===== src/hw/rtl/tga_pkg.sv =====
`default_nettype none
package tga_pkg;

  // Result status codes
  localparam logic [1:0] ST_PIXEL  = 2'd0;
  localparam logic [1:0] ST_REJECT = 2'd1;
  localparam logic [1:0] ST_EMPTY  = 2'd2;
  localparam logic [1:0] ST_CLIP   = 2'd3;

  // Queue between parser and output stage
  localparam int QDEPTH = 4;
  localparam int QAW    = $clog2(QDEPTH);

  // One result item as it travels from the parser to the output stage.
  // px holds file bytes of the pixel, byte 0 in bits 7:0.
  typedef struct packed {
    logic [31:0] px;
    logic [7:0]  rep;
    logic        last;
    logic [1:0]  status;
    logic [1:0]  origin;   // bit 1 top, bit 0 right
    logic [15:0] width;
    logic [15:0] height;
  } ev_t;

endpackage
`default_nettype wire


===== src/hw/rtl/tga_front.sv =====
`default_nettype none
module tga_front (
  input  wire logic        clk,
  input  wire logic        rst,
  input  wire logic        accept,
  input  wire logic [7:0]  byte_in,
  input  wire logic        file_start,
  output tga_pkg::ev_t     ev,
  output logic             ev_valid
);
  import tga_pkg::*;

  localparam logic [1:0] PH_IDLE   = 2'd0;
  localparam logic [1:0] PH_HEADER = 2'd1;
  localparam logic [1:0] PH_DATA   = 2'd2;
  localparam logic [1:0] PH_DONE   = 2'd3;

  localparam logic [4:0] HP_TYPE  = 5'd2;
  localparam logic [4:0] HP_WLO   = 5'd12;
  localparam logic [4:0] HP_WHI   = 5'd13;
  localparam logic [4:0] HP_HLO   = 5'd14;
  localparam logic [4:0] HP_HHI   = 5'd15;
  localparam logic [4:0] HP_DEPTH = 5'd16;
  localparam logic [4:0] HP_DESC  = 5'd17;

  localparam logic [7:0] TYPE_RAW = 8'd2;
  localparam logic [7:0] TYPE_RLE = 8'd10;
  localparam logic [7:0] DEPTH_24 = 8'd24;
  localparam logic [7:0] DEPTH_32 = 8'd32;

  logic [4:0]  header_pos, header_pos_next;
  logic [1:0]  phase, phase_next;
  logic        compressed_mode, compressed_mode_next;
  logic        four_byte_pixels, four_byte_pixels_next;
  logic [15:0] width_reg, width_reg_next;
  logic [15:0] height_reg, height_reg_next;
  logic [31:0] pixels_left, pixels_left_next;
  logic        packet_is_run, packet_is_run_next;
  logic [7:0]  packet_left, packet_left_next;
  logic [1:0]  byte_in_pixel, byte_in_pixel_next;
  logic [31:0] pixel_accum, pixel_accum_next;
  logic [1:0]  origin_bits, origin_bits_next;

  logic [31:0] area;
  logic [31:0] accum_v;
  logic [31:0] pixels_after;
  logic [1:0]  need_last;
  logic [7:0]  rep;
  logic [1:0]  st;
  logic [31:0] ev_px;
  logic [7:0]  ev_rep;
  logic        ev_last;
  logic [1:0]  ev_st;

  assign area      = 32'(width_reg) * 32'(height_reg);
  assign need_last = four_byte_pixels ? 2'd3 : 2'd2;
  assign accum_v   = pixel_accum | ({24'b0, byte_in} << {byte_in_pixel, 3'b000});

  always_comb begin
    header_pos_next       = header_pos;
    phase_next            = phase;
    compressed_mode_next  = compressed_mode;
    four_byte_pixels_next = four_byte_pixels;
    width_reg_next        = width_reg;
    height_reg_next       = height_reg;
    pixels_left_next      = pixels_left;
    packet_is_run_next    = packet_is_run;
    packet_left_next      = packet_left;
    byte_in_pixel_next    = byte_in_pixel;
    pixel_accum_next      = pixel_accum;
    origin_bits_next      = origin_bits;
    ev_valid              = 1'b0;
    ev_px                 = '0;
    ev_rep                = '0;
    ev_last               = 1'b0;
    ev_st                 = ST_PIXEL;
    rep                   = 8'd1;
    st                    = ST_PIXEL;
    pixels_after          = pixels_left - 32'(rep);

    if (accept) begin
      if (file_start) begin
        header_pos_next       = 5'd1;
        phase_next            = PH_HEADER;
        compressed_mode_next  = 1'b0;
        four_byte_pixels_next = 1'b0;
        width_reg_next        = '0;
        height_reg_next       = '0;
        pixels_left_next      = '0;
        packet_is_run_next    = 1'b0;
        packet_left_next      = '0;
        byte_in_pixel_next    = '0;
        pixel_accum_next      = '0;
        origin_bits_next      = '0;
      end else if (phase == PH_HEADER) begin
        header_pos_next = header_pos + 5'd1;
        unique case (header_pos)
          HP_TYPE: begin
            if (byte_in != TYPE_RAW && byte_in != TYPE_RLE) begin
              phase_next = PH_IDLE;
              ev_valid   = 1'b1;
              ev_st      = ST_REJECT;
            end else begin
              compressed_mode_next = (byte_in == TYPE_RLE);
            end
          end
          HP_WLO: width_reg_next[7:0]   = byte_in;
          HP_WHI: width_reg_next[15:8]  = byte_in;
          HP_HLO: height_reg_next[7:0]  = byte_in;
          HP_HHI: height_reg_next[15:8] = byte_in;
          HP_DEPTH: begin
            if (byte_in != DEPTH_24 && byte_in != DEPTH_32) begin
              phase_next = PH_IDLE;
              ev_valid   = 1'b1;
              ev_st      = ST_REJECT;
            end else begin
              four_byte_pixels_next = (byte_in == DEPTH_32);
            end
          end
          HP_DESC: begin
            origin_bits_next   = byte_in[5:4];
            pixels_left_next   = area;
            packet_left_next   = '0;
            packet_is_run_next = 1'b0;
            byte_in_pixel_next = '0;
            pixel_accum_next   = '0;
            if (width_reg == 16'd0 || height_reg == 16'd0) begin
              phase_next = PH_DONE;
              ev_valid   = 1'b1;
              ev_last    = 1'b1;
              ev_st      = ST_EMPTY;
            end else begin
              phase_next = PH_DATA;
            end
          end
          default: ;
        endcase
      end else if (phase == PH_DATA) begin
        if (compressed_mode && packet_left == 8'd0) begin
          // packet header byte
          packet_is_run_next = byte_in[7];
          packet_left_next   = {1'b0, byte_in[6:0]} + 8'd1;
          byte_in_pixel_next = '0;
          pixel_accum_next   = '0;
        end else if (byte_in_pixel < need_last) begin
          pixel_accum_next   = accum_v;
          byte_in_pixel_next = byte_in_pixel + 2'd1;
        end else begin
          byte_in_pixel_next = '0;
          if (compressed_mode && packet_is_run) begin
            rep = packet_left;
            if (32'(packet_left) > pixels_left) begin
              rep = pixels_left[7:0];
              st  = ST_CLIP;
            end
            packet_left_next = '0;
          end else if (compressed_mode) begin
            packet_left_next = packet_left - 8'd1;
            if (packet_left != 8'd1 && pixels_left == 32'd1) st = ST_CLIP;
          end
          pixels_after     = pixels_left - 32'(rep);
          pixels_left_next = pixels_after;
          if (pixels_after == 32'd0) phase_next = PH_DONE;
          ev_valid         = 1'b1;
          ev_px            = accum_v;
          ev_rep           = rep;
          ev_last          = (pixels_after == 32'd0);
          ev_st            = st;
          pixel_accum_next = '0;
        end
      end
    end
  end

  always_comb begin
    ev.px     = ev_px;
    ev.rep    = ev_rep;
    ev.last   = ev_last;
    ev.status = ev_st;
    ev.origin = origin_bits_next;
    ev.width  = width_reg_next;
    ev.height = height_reg_next;
  end

  always_ff @(posedge clk) begin
    if (rst) begin
      header_pos       <= '0;
      phase            <= PH_IDLE;
      compressed_mode  <= 1'b0;
      four_byte_pixels <= 1'b0;
      width_reg        <= '0;
      height_reg       <= '0;
      pixels_left      <= '0;
      packet_is_run    <= 1'b0;
      packet_left      <= '0;
      byte_in_pixel    <= '0;
      pixel_accum      <= '0;
      origin_bits      <= '0;
    end else begin
      header_pos       <= header_pos_next;
      phase            <= phase_next;
      compressed_mode  <= compressed_mode_next;
      four_byte_pixels <= four_byte_pixels_next;
      width_reg        <= width_reg_next;
      height_reg       <= height_reg_next;
      pixels_left      <= pixels_left_next;
      packet_is_run    <= packet_is_run_next;
      packet_left      <= packet_left_next;
      byte_in_pixel    <= byte_in_pixel_next;
      pixel_accum      <= pixel_accum_next;
      origin_bits      <= origin_bits_next;
    end
  end

endmodule
`default_nettype wire


===== src/hw/rtl/tga_queue.sv =====
`default_nettype none
module tga_queue (
  input  wire logic        clk,
  input  wire logic        rst,
  input  wire logic        wr_en,
  input  wire tga_pkg::ev_t wr_ev,
  output logic             full,
  output logic             rd_valid,
  output tga_pkg::ev_t     rd_ev,
  input  wire logic        rd_en
);
  import tga_pkg::*;

  ev_t            slots [QDEPTH];
  logic [QAW-1:0] wptr;
  logic [QAW-1:0] rptr;
  logic [QAW:0]   count;
  logic           do_wr;
  logic           do_rd;

  assign full     = (count == (QAW+1)'(QDEPTH));
  assign rd_valid = (count != '0);
  assign rd_ev    = slots[rptr];
  assign do_wr    = wr_en && !full;
  assign do_rd    = rd_en && rd_valid;

  always_ff @(posedge clk) begin
    if (do_wr) slots[wptr] <= wr_ev;
  end

  always_ff @(posedge clk) begin
    if (rst) begin
      wptr  <= '0;
      rptr  <= '0;
      count <= '0;
    end else begin
      if (do_wr) wptr <= wptr + QAW'(1);
      if (do_rd) rptr <= rptr + QAW'(1);
      count <= count + (QAW+1)'(do_wr) - (QAW+1)'(do_rd);
    end
  end

endmodule
`default_nettype wire


===== src/hw/rtl/tga_back.sv =====
`default_nettype none
module tga_back (
  input  wire logic        clk,
  input  wire logic        rst,
  input  wire logic        q_valid,
  input  wire tga_pkg::ev_t q_ev,
  output logic             q_take,
  input  wire logic        pop,
  output logic             empty,
  output logic [7:0]       red,
  output logic [7:0]       green,
  output logic [7:0]       blue,
  output logic [7:0]       alpha,
  output logic [7:0]       repeat_count,
  output logic             last_pixel,
  output logic [1:0]       status,
  output logic             top_origin,
  output logic             right_origin,
  output logic [15:0]      image_width,
  output logic [15:0]      image_height
);
  import tga_pkg::*;

  ev_t  hold;
  logic hold_valid;

  assign q_take = q_valid && (!hold_valid || pop);
  assign empty  = !hold_valid;

  always_ff @(posedge clk) begin
    if (rst) begin
      hold_valid <= 1'b0;
    end else if (q_take) begin
      hold_valid <= 1'b1;
    end else if (pop) begin
      hold_valid <= 1'b0;
    end
  end

  always_ff @(posedge clk) begin
    if (q_take) hold <= q_ev;
  end

  // file order is blue, green, red, alpha
  assign blue         = hold.px[7:0];
  assign green        = hold.px[15:8];
  assign red          = hold.px[23:16];
  assign alpha        = hold.px[31:24];
  assign repeat_count = hold.rep;
  assign last_pixel   = hold.last;
  assign status       = hold.status;
  assign top_origin   = hold.origin[1];
  assign right_origin = hold.origin[0];
  assign image_width  = hold.width;
  assign image_height = hold.height;

endmodule
`default_nettype wire


===== src/hw/rtl/tga_rle_decoder.sv =====
// Path: an accepted byte's result is written into the result queue, then
// registered in the output register, where it can be popped.
// Throughput: one file byte per cycle unless full is high, set by tga_front;
// a four-entry result queue plus the output register absorb pop stalls.
// Reset: synchronous, active high; parser idles until a file_start item,
// the queue and the output register come up empty.
`default_nettype none
module tga_rle_decoder (
  input  wire logic        clk,
  input  wire logic        rst,
  input  wire logic        push,
  output logic             full,
  input  wire logic [7:0]  byte_in,
  input  wire logic        file_start,
  output logic             empty,
  input  wire logic        pop,
  output logic [7:0]       red,
  output logic [7:0]       green,
  output logic [7:0]       blue,
  output logic [7:0]       alpha,
  output logic [7:0]       repeat_count,
  output logic             last_pixel,
  output logic [1:0]       status,
  output logic             top_origin,
  output logic             right_origin,
  output logic [15:0]      image_width,
  output logic [15:0]      image_height
);
  import tga_pkg::*;

  ev_t  front_ev;
  logic front_valid;
  logic accept;
  ev_t  q_ev;
  logic q_valid;
  logic q_take;

  // Accept a byte whenever the queue has room. Each byte makes at most one
  // result, so a free slot is all the parser ever needs.
  assign accept = push && !full;

  // Front: parse the header, gather pixel bytes, expand packets into
  // pixel results with repeat counts, clip overruns.
  tga_front u_front (
    .clk        (clk),
    .rst        (rst),
    .accept     (accept),
    .byte_in    (byte_in),
    .file_start (file_start),
    .ev         (front_ev),
    .ev_valid   (front_valid)
  );

  // Queue: hold finished results so the parser keeps going while the
  // consumer stalls.
  tga_queue u_queue (
    .clk      (clk),
    .rst      (rst),
    .wr_en    (front_valid),
    .wr_ev    (front_ev),
    .full     (full),
    .rd_valid (q_valid),
    .rd_ev    (q_ev),
    .rd_en    (q_take)
  );

  // Back: register the oldest result and split the pixel into components.
  tga_back u_back (
    .clk          (clk),
    .rst          (rst),
    .q_valid      (q_valid),
    .q_ev         (q_ev),
    .q_take       (q_take),
    .pop          (pop),
    .empty        (empty),
    .red          (red),
    .green        (green),
    .blue         (blue),
    .alpha        (alpha),
    .repeat_count (repeat_count),
    .last_pixel   (last_pixel),
    .status       (status),
    .top_origin   (top_origin),
    .right_origin (right_origin),
    .image_width  (image_width),
    .image_height (image_height)
  );

endmodule
`default_nettype wire


===== config.mk =====
export PLATFORM = sky130hd
export DESIGN_NAME = tga_rle_decoder
export DESIGN_NICKNAME = d
export VERILOG_FILES = /design/src/hw/rtl/tga_pkg.sv /design/src/hw/rtl/tga_front.sv /design/src/hw/rtl/tga_queue.sv /design/src/hw/rtl/tga_back.sv /design/src/hw/rtl/tga_rle_decoder.sv
export SDC_FILE = /design/constraint.sdc
export NUM_CORES = 1
export LEC_CHECK = 0
export BUFFER_PORTS_ARGS = -buffer_cell sky130_fd_sc_hd__buf_2
export CAP_MARGIN = 10
export CORE_ASPECT_RATIO = 0.8
export CORE_MARGIN = 5
export CORE_UTILIZATION = 50
export DETAILED_ROUTE_END_ITERATION = 7
export HOLD_SLACK_MARGIN = 0.05
export PLACE_DENSITY = 0.71
export SYNTH_ARGS = -nofsm -noshare
export SYNTH_HDL_FRONTEND = slang
export SYNTH_SLANG_ARGS = --single-unit

===== constraint.sdc =====
create_clock -name clk -period 8.45 [get_ports clk]
set_input_delay 1.69 -clock clk [delete_from_list [all_inputs] [get_ports clk]]
set_output_delay 1.69 -clock clk [all_outputs]
set_load 0.005 [all_outputs]

=== Word level (Yosys, flattened, before mapping) ===
Memories as Yosys holds them, arrays and structs flattened. A register that Yosys moved wholly into a read port is not among the register bits.
Cells that the tools add are included.
Widths: inputs -> output; s select.

* Output and inout port bits: 79
* Memory bits (writable): 308
* Register bits: 126
* Bits of input ports: 13
* Word-level logic and storage cells: 213
* Memories kept: 1

* Shift operators: 1
* Mux-type cells: 121
* Order comparisons: 2
* Bitwise operators: 1
* Equal/unequal tests: 27
* Add/subtract/negate cells: 9
* Reduce and logical (&&, ||, !) cells: 34
* $mul: 1

{| class="wikitable"
|+ Memory list
! name !! depth !! bits a word !! read ports !! clocked after Yosys merged registers in !! write ports !! RTL line !! source
|-
| u_queue.slots || 4 || 77 || 1 || 1 || 1 || tga_queue.sv:14 || <nowiki>ev_t slots [QDEPTH];</nowiki>
|}

{| class="wikitable"
|+ Operators with widths
! kind !! number
|-
| $mux 32 || 18
|-
| $mux 8 || 26
|-
| $mux 16 || 6
|-
| $mux 2 || 29
|-
| $mux 1 || 37
|-
| $eq 32x1->1 const B || 1
|-
| $gt 8x32->1 || 1
|-
| $logic_not 16->1 || 2
|-
| $logic_not 32->1 || 1
|-
| $mul 16x16->32 || 1
|-
| $or 32x32->32 || 1
|-
| $shl 8x5->32 || 1
|-
| $sub 32x8->32 || 1
|-
| $eq 5x4->1 const B || 4
|-
| $pmux 2 s3 || 2
|-
| $reduce_and 4->1 || 3
|-
| $reduce_bool 3->1 || 4
|-
| $eq 5x5->1 const B || 2
|-
| $mux 5 || 2
|-
| $reduce_and 5->1 || 2
|-
| $logic_and 1x1->1 || 9
|-
| $add 7x1->8 const B || 1
|-
| $eq 8x4->1 const B || 1
|-
| $eq 8x6->1 const B || 1
|-
| 30 further kinds || 40
|}

=== Logic depth before layout (Yosys ltp) ===
Gate-level depths: netlist of the first run.

* Depth after elaboration: 17
* Gate-level depth with buffers: 24
* Mapped depth without buffers: 22

=== By module ===
From an unflattened synthesis of the first run, not the netlist that was laid out.

* Cells, all modules: 2535
* Area total of the unflattened synthesis: 29736.0 um^2

{| class="wikitable"
|+ By module, submodules not included
! module !! seq. area each (um^2) !! instances !! area each (um^2) !! cells an instance
|-
| tga_front || 2362.3 || 1 || 15753.9 || 1999
|-
| tga_queue || 9429.0 || 1 || 11611.1 || 452
|-
| tga_back || 2332.2 || 1 || 2357.3 || 83
|-
| tga_rle_decoder || 0.0 || 1 || 13.8 || 1
|}

=== Worst setup path after synthesis of the first run ===
No wires, ideal clock.

* Kind: in2reg
* Start point: in pop
* End point: reg u_queue.count[2]
* Setup slack: 1171 ps
* Data required time: 8322 ps
* Arrival: 7152 ps
* Path buffers: 0
* Stages on the path: 9
* Cells stage by stage: inv_1 -> a21oi_1 -> ha_1 -> inv_1 -> ha_1 -> inv_1 -> fa_1 -> xnor2_1 -> nor2_1

* Cells in the longest elaborated chain, start to end: 4

{| class="wikitable"
|+ Ends and longest elaborated chain
! item !! RTL line !! source
|-
| start, declared || tga_rle_decoder.sv:16 || <nowiki>input wire logic pop,</nowiki>
|-
| $logic_or 1x1->1 || tga_back.sv:27 || <nowiki>assign q_take = q_valid && (!hold_valid || pop);</nowiki>
|-
| $logic_and 1x1->1 || tga_back.sv:27 ||
|-
| net q_take || tga_rle_decoder.sv:36 || <nowiki>logic q_take;</nowiki>
|-
| $logic_and 1x1->1 || tga_queue.sv:25 || <nowiki>assign do_rd = rd_en && rd_valid;</nowiki>
|-
| $sub 3x1->3 || tga_queue.sv:39 || <nowiki>count <= count + (QAW+1)'(do_wr) - (QAW+1)'(do_rd);</nowiki>
|-
| end signal, assigned || tga_queue.sv:39 ||
|-
| end, declared || tga_queue.sv:17 || <nowiki>logic [QAW:0] count;</nowiki>
|}

The timed path passes the listed nets, and every way through them passes these cells.
A chain may end at the register's enable or synchronous reset.

=== Worst setup path after layout of the first run ===
* Start point: reg u_front.width_reg[10]
* End point: reg u_front.pixels_left[31]

* Cells in the longest elaborated chain, start to end: 4

{| class="wikitable"
|+ Ends and longest elaborated chain
! item !! RTL line !! source
|-
| start, declared || tga_front.sv:35 || <nowiki>logic [15:0] width_reg, width_reg_next;</nowiki>
|-
| start signal, assigned || tga_front.sv:204 || <nowiki>width_reg <= width_reg_next;</nowiki>
|-
| $mul 16x16->32 || tga_front.sv:55 || <nowiki>assign area = 32'(width_reg) * 32'(height_reg);</nowiki>
|-
| $mux 32 || tga_front.sv:97 || <nowiki>unique case (header_pos)</nowiki>
|-
| $mux 32 || tga_front.sv:95 || <nowiki>end else if (phase == PH_HEADER) begin</nowiki>
|-
| $mux 32 || tga_front.sv:82 || <nowiki>if (file_start) begin</nowiki>
|-
| end signal, assigned || tga_front.sv:206 || <nowiki>pixels_left <= pixels_left_next;</nowiki>
|-
| end, declared || tga_front.sv:37 || <nowiki>logic [31:0] pixels_left, pixels_left_next;</nowiki>
|}

Every way passes these cells. The select of a mux whose other input is x is not followed.

==> summary.md, run 1 <==
| Metric | Value |
|---|---|
| Routed wl met2 | `32.3 mm` |
| Syn Nets | `~2,900` |
| Syn. warnings | `0` |
| Seq. cell area | `between 10,000 and 15,000 um^2` |
| Clock slew at reported path FFs | `0.07 ns` |
| DRC viols | `0` |
| Max cap viols | `0` |
| Reg2Reg Depth | `21` |
| Worst-Skew Late Latency | `approximately 0.58 ns` |
| Largest net degree at the start of global routing | `60` |
| Cell chosen for the clock root | `clkbuf_16` |
| Drt wl/cell | `between 20 and 25 um` |
| Dpl cells | `about 3,200` |
| Synth-to-layout area growth | `8.72%` |
| Inserted Diodes | `0` |
| Max reg flops | `308` |
| DR vias/cell | `5.81` |
| Vias | `19,290` |
| PostCTS Resize Cnt | `0` |
| Top cells by area, synth | `edfxtp_1 (39%), fa_1 (13%), dfxtp_1 (8.5%)` |
| H-tree levels | `2` |
| CTS tree | `yes` |
| Total Power | `6.61 mW` |
| Hold Buf Count CTS | `0` |
| Clock Path Buffers | `3` |
| Synth cell types | `just under 70` |
| CP max FO | `18` |
| Mapped Avg Cell Area | `between 10 and 15 um^2` |
| Worst Min Path Start | `u_front.pixel_accum[5]` |
| Post-DP HPWL | `about 49 mm` |
| Min Hold Slack | `~0.47 ns` |
| Gr ovfl total | `0` |
| Syn Std Cell Area | `29,500 um^2` |
| Crit Path Category | `reg2reg` |
| RR Endpoint | `u_front.pixels_left[31]` |
| Number of enable flip-flop cells after synthesis | `385` |
| Setup violators final | `0` |
| Global-route wire length before repair | `between 100 and 150 mm` |
| Chip width | `282 um` |
| Sink Count | `511` |
| Number of post-CTS setup repair buffers | `0` |
| Async SR Flop Fraction | `0` |
| Lkg Pwr | `12.3 nW` |
| Endpoints failing hold | `0` |
| Register area share after synthesis | `0.477` |
| Max Slew Vio Count | `0` |
| Largest register by flop count | `u_queue.slots` |
| Post-Layout Cell Count | `3,318` |
| Relative slew slack | `0.282` |
| Inserted Clock Buffers | `47` |
| Worst setup SP type | `flip-flop` |
| Reg-to-reg critical path startpoint | `u_front.width_reg[10]` |
| Type of the most critical hold path | `reg2reg` |
| Cell taking the most area after synthesis | `edfxtp_1` |
| Initial antenna violation count | `0` |
| Largest registers | `u_queue.slots: 308 flops, u_front.pixel_accum: 32 flops, u_front.pixels_left: 32 flops` |
| CP endpoint kind | `flip-flop` |
| Placement Cell Area | `30,500 um^2` |
| Row count | `79` |
| Skew final | `roughly 0.026 ns` |
| Fin crit period | `7.04 ns` |
| Ys flop type | `edfxtp_1` |
| Peak supply drop | `between 0.15 and 0.2 mV` |
| #FFs+latches synth | `511` |
| Cells after Synth | `2,505` |
| Slew of the pin with the lowest slew margin | `1.07 ns` |
| DR pass1 iterations | `5` |
| Number of global-route vias before repair | `19,747` |
| Hold depth | `2` |
| Fin area | `32,100 um^2` |
| Crit path required time | `8.90 ns` |
| Synth top cells by count | `edfxtp_1 (385), inv_1 (269), nand2_1 (251), fa_1 (196), nor2_1 (161)` |
| Outcome | `completed` |
| Initial DRC count | `1,666` |
| # nets final | `2,857` |
| Most frequent cell after synthesis | `edfxtp_1` |
| Hold Path End | `u_front.pixel_accum[5]` |
| Final TNS setup | `0 ns` |
| Fill count | `4,778` |
| Met3 WL | `between 5 and 6 mm` |
| RSZ-0062 raised after global routing | `false` |
| Num ports | `92` |
| Routability cong. | `0.909` |
| Die height | `227 um` |
| Max layer used | `met4` |
| Post-route ant nets | `0` |
| Multi-input gate area | `between 10,000 and 15,000 um^2` |
| Crit share post-route | `0.833` |
| Final WL | `approximately 70 mm` |
| Core outline area | `a little under 60,000 um^2` |
| Initial Utilization | `0.506` |
| Fmax | `0.142 GHz` |
| Synth top area share | `0.392` |
| Layout cells sized above 1 | `0.110` |
| Power Dens Cells | `206 nW/um^2` |
| Worst EP arrival | `around 7.5 ns` |
| GRT Util Overall | `0.222` |
| Buffers on Ports | `91` |
| Flop2flop setup slack | `1.41 ns` |
| Die footprint | `64,000 um^2` |
| Wl on met1 | `about 32 mm` |
cell usage in the layout (no fill, tap or decap), types with 6 or more instances in the layout:
cell type / count
edfxtp_1: 385
inv_1: 269
nand2_1: 251
fa_1: 196
nor2_1: 161
a21oi_1: 151
ha_1: 137
dfxtp_1: 124
and2_1: 94
buf_2: 90
mux4_2: 77
o21ai_0: 56
clkbuf_16: 48
nor3_1: 43
nor2b_1: 43
xor2_1: 28
nand3_1: 27
xnor2_1: 27
a22o_1: 25
a21o_1: 24
nor4_1: 22
a22oi_1: 19
nand4_1: 17
buf_4: 16
clkbuf_1: 13
and3_1: 12
o21a_1: 12
a211oi_1: 12
or3_1: 11
o22ai_1: 11
a31oi_1: 10
clkinv_2: 9
nand2b_1: 8
mux2i_1: 6
o21bai_1: 6
clkbuf_8: 6
per-stage QoR:
| stage | setup WS, ns | utilization |
|---|---|---|
| after global placement | 1.63 | 0.523 |
| after global routing | 1.07 | 0.550 |
| after floorplan | 1.17 | - |
| after detailed placement | 1.56 | 0.523 |
| after CTS | 1.51 | 0.550 |
| final | 1.41 | 0.550 |
report_power, final:
| group | total [mW] | switching, mW | internal (mW) |
|---|---|---|---|
| registers | 3.15 | 0.157 | 2.99 |
| clock network | 2.11 | 0.937 | 1.18 |
| logic | 1.34 | 0.755 | 0.587 |
| total | 6.61 | 1.85 | 4.76 |
worst max path at each step:
stage,start,end,slack [ns],cells past startpoint
after floorplan,pop,u_queue.count[2],1.17,9
after global placement,u_front.width_reg[10],u_front.pixels_left[31],1.63,21
after detailed placement,u_front.width_reg[10],u_front.pixels_left[31],1.56,21
after CTS,u_front.width_reg[10],u_front.pixels_left[31],1.51,21
after global routing,u_front.width_reg[10],u_front.pixels_left[31],1.07,21
final,u_front.width_reg[10],u_front.pixels_left[31],1.41,21
layout make-up:
cell class | count | share of cell area
repair buffers | 107 | 0.0186
flip-flops and latches | 511 | 0.439
well taps | 769 | 0.0300
clock buffers | 67 | 0.0415
multi-input cells | 1574 | 0.433
inverters | 270 | 0.0316
clock inverters | 20 | 0.00651
logic make-up (layout without fill, tap and decap cells):
logic type / count (synthesis) / after routing / share of synthesized area
AOI/OAI and AO/OA: 371 / 371 / 0.0796
xor gates and xnor gates: 55 / 55 / 0.0163
adders and majority gates: 333 / 333 / 0.191
buffers and inverters: 420 / 464 / 0.0536
DFF: 511 / 511 / 0.477
muxes: 88 / 88 / 0.0627
and+or+nand+nor: 727 / 727 / 0.120
per-layer routing:
metal / GRT usage / vias to the layer above
met5: 0 / -
met4: 0.0406 / 0
met3: 0.0441 / 94
met2: 0.342 / 739
met1: 0.337 / 9761
li1: - / 8696
critical path, cell delays in order, from the launching register on:
cell	delay, ns
dfxtp_1	0.88
nand2_1	0.18
fa_1	0.57
inv_1	0.06
fa_1	0.53
inv_1	0.06
fa_1	0.52
fa_1	0.56
inv_1	0.05
fa_1	0.48
inv_1	0.05
fa_1	0.49
inv_1	0.05
ha_1	0.33
o21ai_0	0.20
nor2_1	0.09
nor4_1	0.36
a2111oi_0	0.24
a2111oi_2	0.53
a21oi_1	0.18
o211a_1	0.22
or3_1	0.30
(Power assumes the default switching activity.)
==> run 2, diff against run 1 <==
- PLACE_DENSITY: 0.71 -> 0.74
- clock period: 8.45 -> 6.1 ns (I/O delays scaled with it)
==> summary.md, run 2 (synthesized netlist as in run 1, its figures left out) <==
| Metric | Value |
|---|---|
| RR Endpoint | `u_front.pixels_left[31]` |
| Crit share post-route | `0.986` |
| CP endpoint kind | `flip-flop` |
| Post-Layout Cell Count | `3,476` |
| Number of global-route vias before repair | `20,616` |
| Gr ovfl total | `0` |
| Crit-path max cell delay | `between 0.5 and 0.6 ns` |
| Crit path required time | `6.57 ns` |
| Worst path bufs/invs | `6` |
| Num ports | `92` |
| Dpl cells | `3,357` |
| Largest net degree at the start of global routing | `63` |
| Final TNS setup | `0 ns` |
| Row count | `just under 80` |
| Setup violators final | `0` |
| Fmax | `0.166 GHz` |
| Final core occ | `0.582` |
| Core outline area | `58,300 um^2` |
| Routability cong. | `0.947` |
| Skew final | `0.0262 ns` |
| Seq. cell area | `between 10,000 and 15,000 um^2` |
| Reg-to-reg critical path startpoint | `u_front.height_reg[11]` |
| RSZ-0062 raised after global routing | `true` |
| Crit-path leading delay family | `adder cells` |
| Die footprint | `64,000 um^2` |
| Slew of the pin with the lowest slew margin | `1.21 ns` |
| Flop2flop setup slack | `0.08 ns` |
| Sink Count | `511` |
| Global-route wire length before repair | `118 mm` |
| Multi-input gate area | `14,200 um^2` |
| Fill count | `4,549` |
| Worst Setup SP | `u_front.height_reg[11]` |
| Clock Path Buffers | `3` |
| Initial antenna violation count | `0` |
| Worst EP arrival | `6.49 ns` |
| Type of the most critical hold path | `reg2reg` |
| Slowest CP cell | `fa_1` |
| Initial DRC count | `1,821` |
| Max cap viols | `0` |
| Fin area | `34,000 um^2` |
| Initial Utilization | `0.506` |
| DRC viols | `0` |
| CP max FO | `7` |
| # nets final | `3,013` |
| Lkg Pwr | `roughly 13 nW` |
| Largest register by flop count | `u_queue.slots` |
| Commonest non-fill, non-tap cell in the layout | `edfxtp_1` |
| Clock slew at reported path FFs | `0.07 ns` |
| Max reg flops | `308` |
| Outcome | `completed` |
| Buffers on Ports | `91` |
| Critical Path Most Common Cell | `fa_1` |
| Critical Path End | `u_front.pixels_left[31]` |
| Critical path, cell by cell | `buf_4 -> and2_1 -> fa_1 -> fa_1 -> inv_1 -> fa_1 -> inv_2 -> fa_1 -> inv_2 -> fa_1 -> inv_2 -> fa_1 -> ha_4 -> a21o_1 -> buf_6 -> nor4_4 -> a2111oi_4 -> a2111oi_4 -> a21oi_2 -> o211a_1 -> or3_1` |
| Most frequent cells in the layout | `edfxtp_1 (385), inv_1 (259), nand2_1 (245)` |
| Worst setup SP type | `flip-flop` |
| Die height | `227 um` |
| Final WL | `about 75 mm` |
| Inserted Clock Buffers | `48` |
| GRT Util Overall | `0.233` |
| Routed wl met2 | `35.0 mm` |
| Worst-Skew Late Latency | `0.61 ns` |
| Relative slew slack | `0.196` |
| Chip width | `282 um` |
| Max Slew Vio Count | `0` |
| Layout cells sized above 1 | `0.192` |
| Vias | `slightly above 20,000` |
| Post-route ant nets | `0` |
| H-tree levels | `2` |
| Reg2Reg Depth | `21` |
| Placement Cell Area | `~32,000 um^2` |
| Endpoints failing hold | `0` |
| Synth-to-layout area growth | `15.1%` |
| Post-DP HPWL | `around 53 mm` |
| Power Dens Cells | `280 nW/um^2` |
| DR vias/cell | `5.85` |
| Drt wl/cell | `21.6 um` |
| DR pass1 iterations | `6` |
| Max layer used | `met4` |
| Wl on met1 | `approximately 33 mm` |
| Crit Path Category | `reg2reg` |
| Met3 WL | `between 5 and 6 mm` |
| Worst path depth | `21` |
| Fin crit period | `6.02 ns` |
| Min Hold Slack | `~0.47 ns` |
| Peak supply drop | `roughly 0.31 mV` |
| Largest registers | `u_queue.slots: 308 flops, u_front.pixel_accum: 32 flops, u_front.pixels_left: 32 flops` |
| CTS tree | `yes` |
| Cell chosen for the clock root | `clkbuf_16` |
[run 2: worst min-delay path, stage by stage (launching register included)]
cell,delay [ns]
dfxtp_1,0.33
a21oi_1,0.04
nor2_1,0.07
[run 2: area by class of cell]
| class | count | share of cell area |
|---|---|---|
| diodes | 1 | 0.0000737 |
| inverters | 270 | 0.0298 |
| multi-input cells | 1574 | 0.418 |
| well taps | 769 | 0.0283 |
| clock buffers | 55 | 0.0364 |
| clock inverters | 34 | 0.0134 |
| repair buffers | 262 | 0.0568 |
| flip-flops and latches | 511 | 0.417 |
[run 2: timing repair]
action / CTS / global route
endpoints found under the setup margin: 4 / 22
pin swaps: 5 / 55
hold buffers: 0 / 0
gates resized for setup: 21 / 113
setup buffers: 0 / 30
[run 2: routing by layer]
layer,vias up,track usage
li1,9024,-
met1,10263,0.349
met2,923,0.370
met3,121,0.0346
met4,0,0.0448
met5,-,0
[run 2: report_power, final]
part / switching [mW] / internal, mW
combinational: 1.05 / 0.864
clock: 1.37 / 1.83
sequential: 0.240 / 4.14
[run 2: how the worst min path moves through the flow]
stage,from,to,slack (ns),depth (start not counted)
2_1_floorplan,u_front.pixel_accum[0],u_front.pixel_accum[0],0.44,2
3_3_place_gp,u_front.pixel_accum[30],u_front.pixel_accum[30],0.45,2
3_5_place_dp,u_front.pixel_accum[10],u_front.pixel_accum[10],0.46,2
4_1_cts,u_front.pixel_accum[24],u_front.pixel_accum[24],0.47,2
5_1_grt,u_front.pixel_accum[5],u_front.pixel_accum[5],0.49,2
6_report,u_front.pixel_accum[5],u_front.pixel_accum[5],0.47,2
[run 2: metrics by stage]
stage	power (mW)	setup slack, ns
finish	9.50	0.0842
global route	9.89	-0.0873
CTS	9.54	0.0183
detailed placement	6.36	-0.224
global placement	6.33	-0.108
floorplan	5.63	0.0444
